**config.mk**
```make
export PLATFORM = sky130hd
export DESIGN_NAME = sla_ctrl
export DESIGN_NICKNAME = d
export VERILOG_FILES = /design/src/hw/rtl/sla_pkg.sv /design/src/hw/rtl/sla_ctrl.sv
export SDC_FILE = /design/constraint.sdc
export NUM_CORES = 1
export LEC_CHECK = 0
export ABC_AREA = 1
export ABC_CLOCK_PERIOD_IN_PS = 1100
export CORE_AREA = 2 2 39 41
export DETAILED_ROUTE_END_ITERATION = 7
export DIE_AREA = 0 0 41 43
export DONT_BUFFER_PORTS = 1
export PLACE_DENSITY = 0.34
export SLEW_MARGIN = 30
export SYNTH_ARGS = -nofsm -noshare
export SYNTH_HDL_FRONTEND = slang
export SYNTH_SLANG_ARGS = --single-unit
```
**constraint.sdc**
```tcl
create_clock -name clock -period 1.1 [get_ports clock]
set_input_delay 0.055 -clock clock [delete_from_list [all_inputs] [get_ports clock]]
set_output_delay 0.055 -clock clock [all_outputs]
set_load 0.01 [all_outputs]
```
**src/hw/rtl/sla_pkg.sv**
```systemverilog
`timescale 1ns / 1ps

package sla_pkg;

   localparam int SHADOW_BYTES     = 4096;
   localparam int MAX_ACCESS_BYTES = 16;
   localparam int STEP_BYTES       = 4;
   localparam int ADDR_W           = 12;
   localparam int REGION_W         = 13;
   localparam int ENTRY_W          = 64;
   localparam int GEN_W            = 8;
   localparam int PC_W             = 24;
   localparam int BLOCK_W          = 22;
   localparam int ID_W             = 5;
   localparam int BYTES_W          = 5;
   localparam int STEP_W           = 3;
   localparam int CSR_ADDR_W       = 3;
   localparam int CSR_DATA_W       = 32;

   localparam logic [GEN_W-1:0]    GEN_RESET    = 8'd1;
   localparam logic [REGION_W-1:0] REGION_RESET = 13'd4096;

   localparam logic [0:0] REG_GENERATION  = 1'b0;
   localparam logic [0:0] REG_REGION_SIZE = 1'b1;

   localparam logic ACT_ACCESS = 1'b0;
   localparam logic ACT_CLEAR  = 1'b1;

   localparam logic [1:0] SCOPE_THREAD = 2'd0;
   localparam logic [1:0] SCOPE_WARP   = 2'd1;
   localparam logic [1:0] SCOPE_BLOCK  = 2'd2;
   localparam logic [1:0] SCOPE_GRID   = 2'd3;

   typedef struct packed {
      logic               action;
      logic [ADDR_W-1:0]  byte_offset;
      logic [BYTES_W-1:0] access_bytes;
      logic [PC_W-1:0]    access_pc;
      logic [BLOCK_W-1:0] block_id;
      logic [ID_W-1:0]    warp_id;
      logic [ID_W-1:0]    lane_id;
   } req_word_type;

   typedef struct packed {
      logic [PC_W-1:0] dep_pc;
      logic [PC_W-1:0] prior_pc;
      logic [1:0]      scope;
      logic            miss;
      logic            last;
   } rsp_word_type;

   typedef enum logic [1:0] {
      ST_CLEAR,
      ST_IDLE,
      ST_RUN
   } state_type;

   typedef struct packed {
      logic load;
      logic advance;
      logic clr_step;
   } cmd_type;

   typedef struct packed {
      logic clear_req;
      logic first_ok;
      logic next_ok;
      logic clr_last;
   } stat_type;

   // Number of word steps in an access after saturation to the maximum size.
   function automatic logic [STEP_W-1:0] step_count(input logic [BYTES_W-1:0] bytes);
      logic [BYTES_W-1:0] sat;
      logic [BYTES_W:0]   rounded;
      sat     = (bytes > BYTES_W'(MAX_ACCESS_BYTES)) ? BYTES_W'(MAX_ACCESS_BYTES) : bytes;
      rounded = {1'b0, sat} + (BYTES_W+1)'(STEP_BYTES - 1);
      return rounded[STEP_W+1:2];
   endfunction

endpackage

```
**src/hw/rtl/sla_ctrl.sv**
```systemverilog
`timescale 1ns / 1ps

module sla_ctrl (
   input  logic              clock,
   input  logic              reset,
   input  logic              req_valid,
   output logic              req_ready,
   output logic              rsp_valid,
   input  logic              rsp_ready,
   input  sla_pkg::stat_type stat,
   output sla_pkg::cmd_type  cmd
);

   sla_pkg::state_type state_ff, state_in;
   logic               rsp_valid_ff, rsp_valid_in;
   logic               out_free;

   always_ff @(posedge clock) begin
      if (reset) begin
         state_ff     <= sla_pkg::ST_CLEAR;
         rsp_valid_ff <= 1'b0;
      end else begin
         state_ff     <= state_in;
         rsp_valid_ff <= rsp_valid_in;
      end
   end

   always_comb begin
      out_free     = !rsp_valid_ff || rsp_ready;
      state_in     = state_ff;
      rsp_valid_in = rsp_valid_ff && !rsp_ready;
      req_ready    = 1'b0;
      cmd          = '0;
      case (state_ff)
         sla_pkg::ST_CLEAR: begin
            cmd.clr_step = 1'b1;
            if (stat.clr_last) begin
               state_in = sla_pkg::ST_IDLE;
            end
         end
         sla_pkg::ST_IDLE: begin
            req_ready = 1'b1;
            if (req_valid) begin
               if (stat.clear_req) begin
                  state_in = sla_pkg::ST_CLEAR;
               end else begin
                  cmd.load = 1'b1;
                  if (stat.first_ok) begin
                     state_in = sla_pkg::ST_RUN;
                  end
               end
            end
         end
         sla_pkg::ST_RUN: begin
            if (out_free) begin
               cmd.advance  = 1'b1;
               rsp_valid_in = 1'b1;
               if (!stat.next_ok) begin
                  state_in = sla_pkg::ST_IDLE;
               end
            end
         end
         default: begin
            state_in = sla_pkg::ST_CLEAR;
         end
      endcase
   end

   assign rsp_valid = rsp_valid_ff;

endmodule

```
==> results.txt <==
Tmin final: 1.03 ns
final core utilization: 21.2%
postcts setup bufs: 0
Net Count, Synth: 42
Root Driver: clkbuf_4
initial antenna violation count: 0
CP cell instances: inv_2, nor3_1
R2R setup slack: 0.15 ns
MaxCap Viol Count: 0
sequential fraction of the synthesis area: 29.4%
Clock Pin Slew Worst Setup and Hold Paths: 0.04 ns
synth top area cells: dfxtp_1 (29%), inv_1 (17%), nor2_2 (12%), nand2_1 (11%), nand2_2 (9.2%)
main combinational cell family by area after synthesis: simple AND/OR/NAND/NOR gates
crit share post-route: 93.9%
peak supply drop: 0.415 mV
GP Congestion: 0.591
First-pass DRT Iterations: 2
Die Span Y: 43 µm
critical path's top delay family: flip-flops
GRT Residual Overflow: 0
Rows: 14
Slew @ Worst Pin: 0.363 ns
Startpoint Class: flop
Nets: 51
first-pass GRT wire length: 676 µm
Final setup viols: 0
share of the synthesized area in the top cell type: 29.4%
Post-Syn Area: 204 µm²
DRC Markers: 0
Top Usage Layer GRT: met2
# H-tree levels: 1
GRT Total Usage: 6.21%
adder-cell share of the synthesized area: 0%
met3 GRT Util: 3.14%
vias in the first global route: 198
CTS tree: done
Mean Syn Cell Area: 6.00 µm²
Arr. time, crit path: 0.98 ns
Clock Tree Buf Depth: 2
crit-path max cell delay: 0.34 ns
Gate Count Post-Synth: 34
die footprint: 1760 µm²
slowest CP cell: dfxtp_1
Buf+Inv Stages, Crit Path: 1
Core ar.: 1380 µm²
layout cells sized above 1: 40.5%
grt met2 use: 9.69%
Vias per Instance: 3.57
Async S/R FF share, synth: 0%
Post-DRT Antenna Nets: 0
EDFF count, synth: 0
post-synthesis mux area share: 0%
CP required: 1.04 ns
top-count cell post-synth: inv_1
#FFs+latches synth: 3
Cell variety after synth: 10
n_diodes: 0
Final Hold Fails: 0
Finished Cell Area: 294 µm²
Clock Latency Late Sink: 0.23 ns
kind of critical path: reg -> out
setup TNS: 0 ns
num ports: 13
Post-DP HPWL: 397 µm
DRT Wirelength: 448 µm
Area Overhead vs Synth: 44.2%
synth warn: 0
post-DR wirelength/cell: 7.72 µm
largest net degree at the start of global routing: 7
Power Density: 1690 nW/µm²
CTS buffer count: 3
die width: 41 µm
RSZ-0062 raised after global routing: no
clk_skew: 0.00221 ns
clock sinks: 3
Pleak: 0.000155 µW
Iter 0 DRT Violations: 1
status: finished, final reports clean
Max FO, Critical Path: 4
CP endpoint kind: primary output
Port Buffers: 0
Compound-Gate Fraction of Synth Area: 6.13%
synth cell count leaders: inv_1 (9), nand2_1 (6), nor2_2 (4)
met1 GRT Util: 5.11%
Peak Freq: 0.969 GHz
xor/xnor share of the synthesized area: 0%
HP Class: in -> reg
routed via count: 207
Post-Place Cell Area: 246 µm²
Initial Util: 14.7%
Synth Flop Type: dfxtp_1
post-synth top area cell: dfxtp_1
Slew Viols, Final: 0
simple-gate share of the synthesized area: 47.9%
Slew headroom: 75.6%
layout make-up:
class | count | area [µm²]
Fill cell | 172 | 1090
Multi-Input combinational cell | 22 | 120
Sequential cell | 3 | 61.3
Inverter | 9 | 33.8
Timing Repair Buffer | 4 | 32.5
Clock buffer | 4 | 26.3
Tap cell | 16 | 20.0
metrics by stage:
step,worst slack (ns),power (µW),hold WS [ns],instances
after floorplan,0.154,253,0.208,34
after global placement,0.0729,303,0.236,53
after detailed placement,0.0812,303,0.229,53
after CTS,0.00923,505,0.0777,58
after global routing,0.00661,543,0.0875,58
final,0.0676,497,0.0822,58
routing by layer:
layer  up-vias  part of all wire [%]
li1        117                     -
met1        85                    41
met2         5                    54
met3         0                   4.5
met4         0                     0
met5         -                     0
placed cells by master (no fill, tap or decap):
cell type	count
o21a_1	1
inv_2	1
clkbuf_4	3
dfxtp_1	2
nor3_1	2
clkbuf_1	1
nand2_1	5
nor2_2	4
buf_4	3
nand2_2	4
nand3_1	2
inv_1	8
nor2_1	2
dfxtp_2	1
nor2_4	1
dlygate4sd3_1	1
o21ai_0	1
power breakdown:
| group | internal, µW | switching (µW) | total [µW] |
|---|---|---|---|
| Clock | 135 | 50.0 | 186 |
| Sequential | 128 | 17.0 | 145 |
| Combinational | 70.5 | 96.2 | 167 |
| Total | 334 | 163 | 497 |
state kept, by name, summed over array words and instances, names as in the netlist:
register and cells:
rsp_valid 1, state_ff 2
worst paths after layout:
check,startpoint,end,cells after the start
max,state_ff[1],cmd[1],2
min,rsp_ready,rsp_valid,2
max reg2reg,rsp_valid,state_ff[1],6
min reg2reg,state_ff[0],state_ff[0],3
cells by family (layout without fill, tap and decap cells):
| logic type | after synthesis | after routing |
|---|---|---|
| flip-flops | 3 | 3 |
| buffers and inverters | 9 | 17 |
| AND/OR/NAND/NOR | 20 | 20 |
| AO/OA/AOI/OAI | 2 | 2 |
worst register-to-register path, cell delays in order (launching register included):
cell and delay [ns]:
dfxtp_1 0.30, inv_1 0.04, nor2_1 0.05, o21ai_0 0.24, nand3_1 0.12, nand2_1 0.07, inv_1 0.04
repair_timing:
| item | 4_1_cts | 5_1_grt |
|---|---|---|
| hold endpoints to repair | 3 | 0 |
| gates resized for setup | 2 | 3 |
| gates cloned | 0 | 0 |
| endpoints found under the setup margin | 1 | 2 |
| pin swaps | 0 | 1 |
| hold buffers | 1 | 0 |
Power figures use the tool's default switching activity.
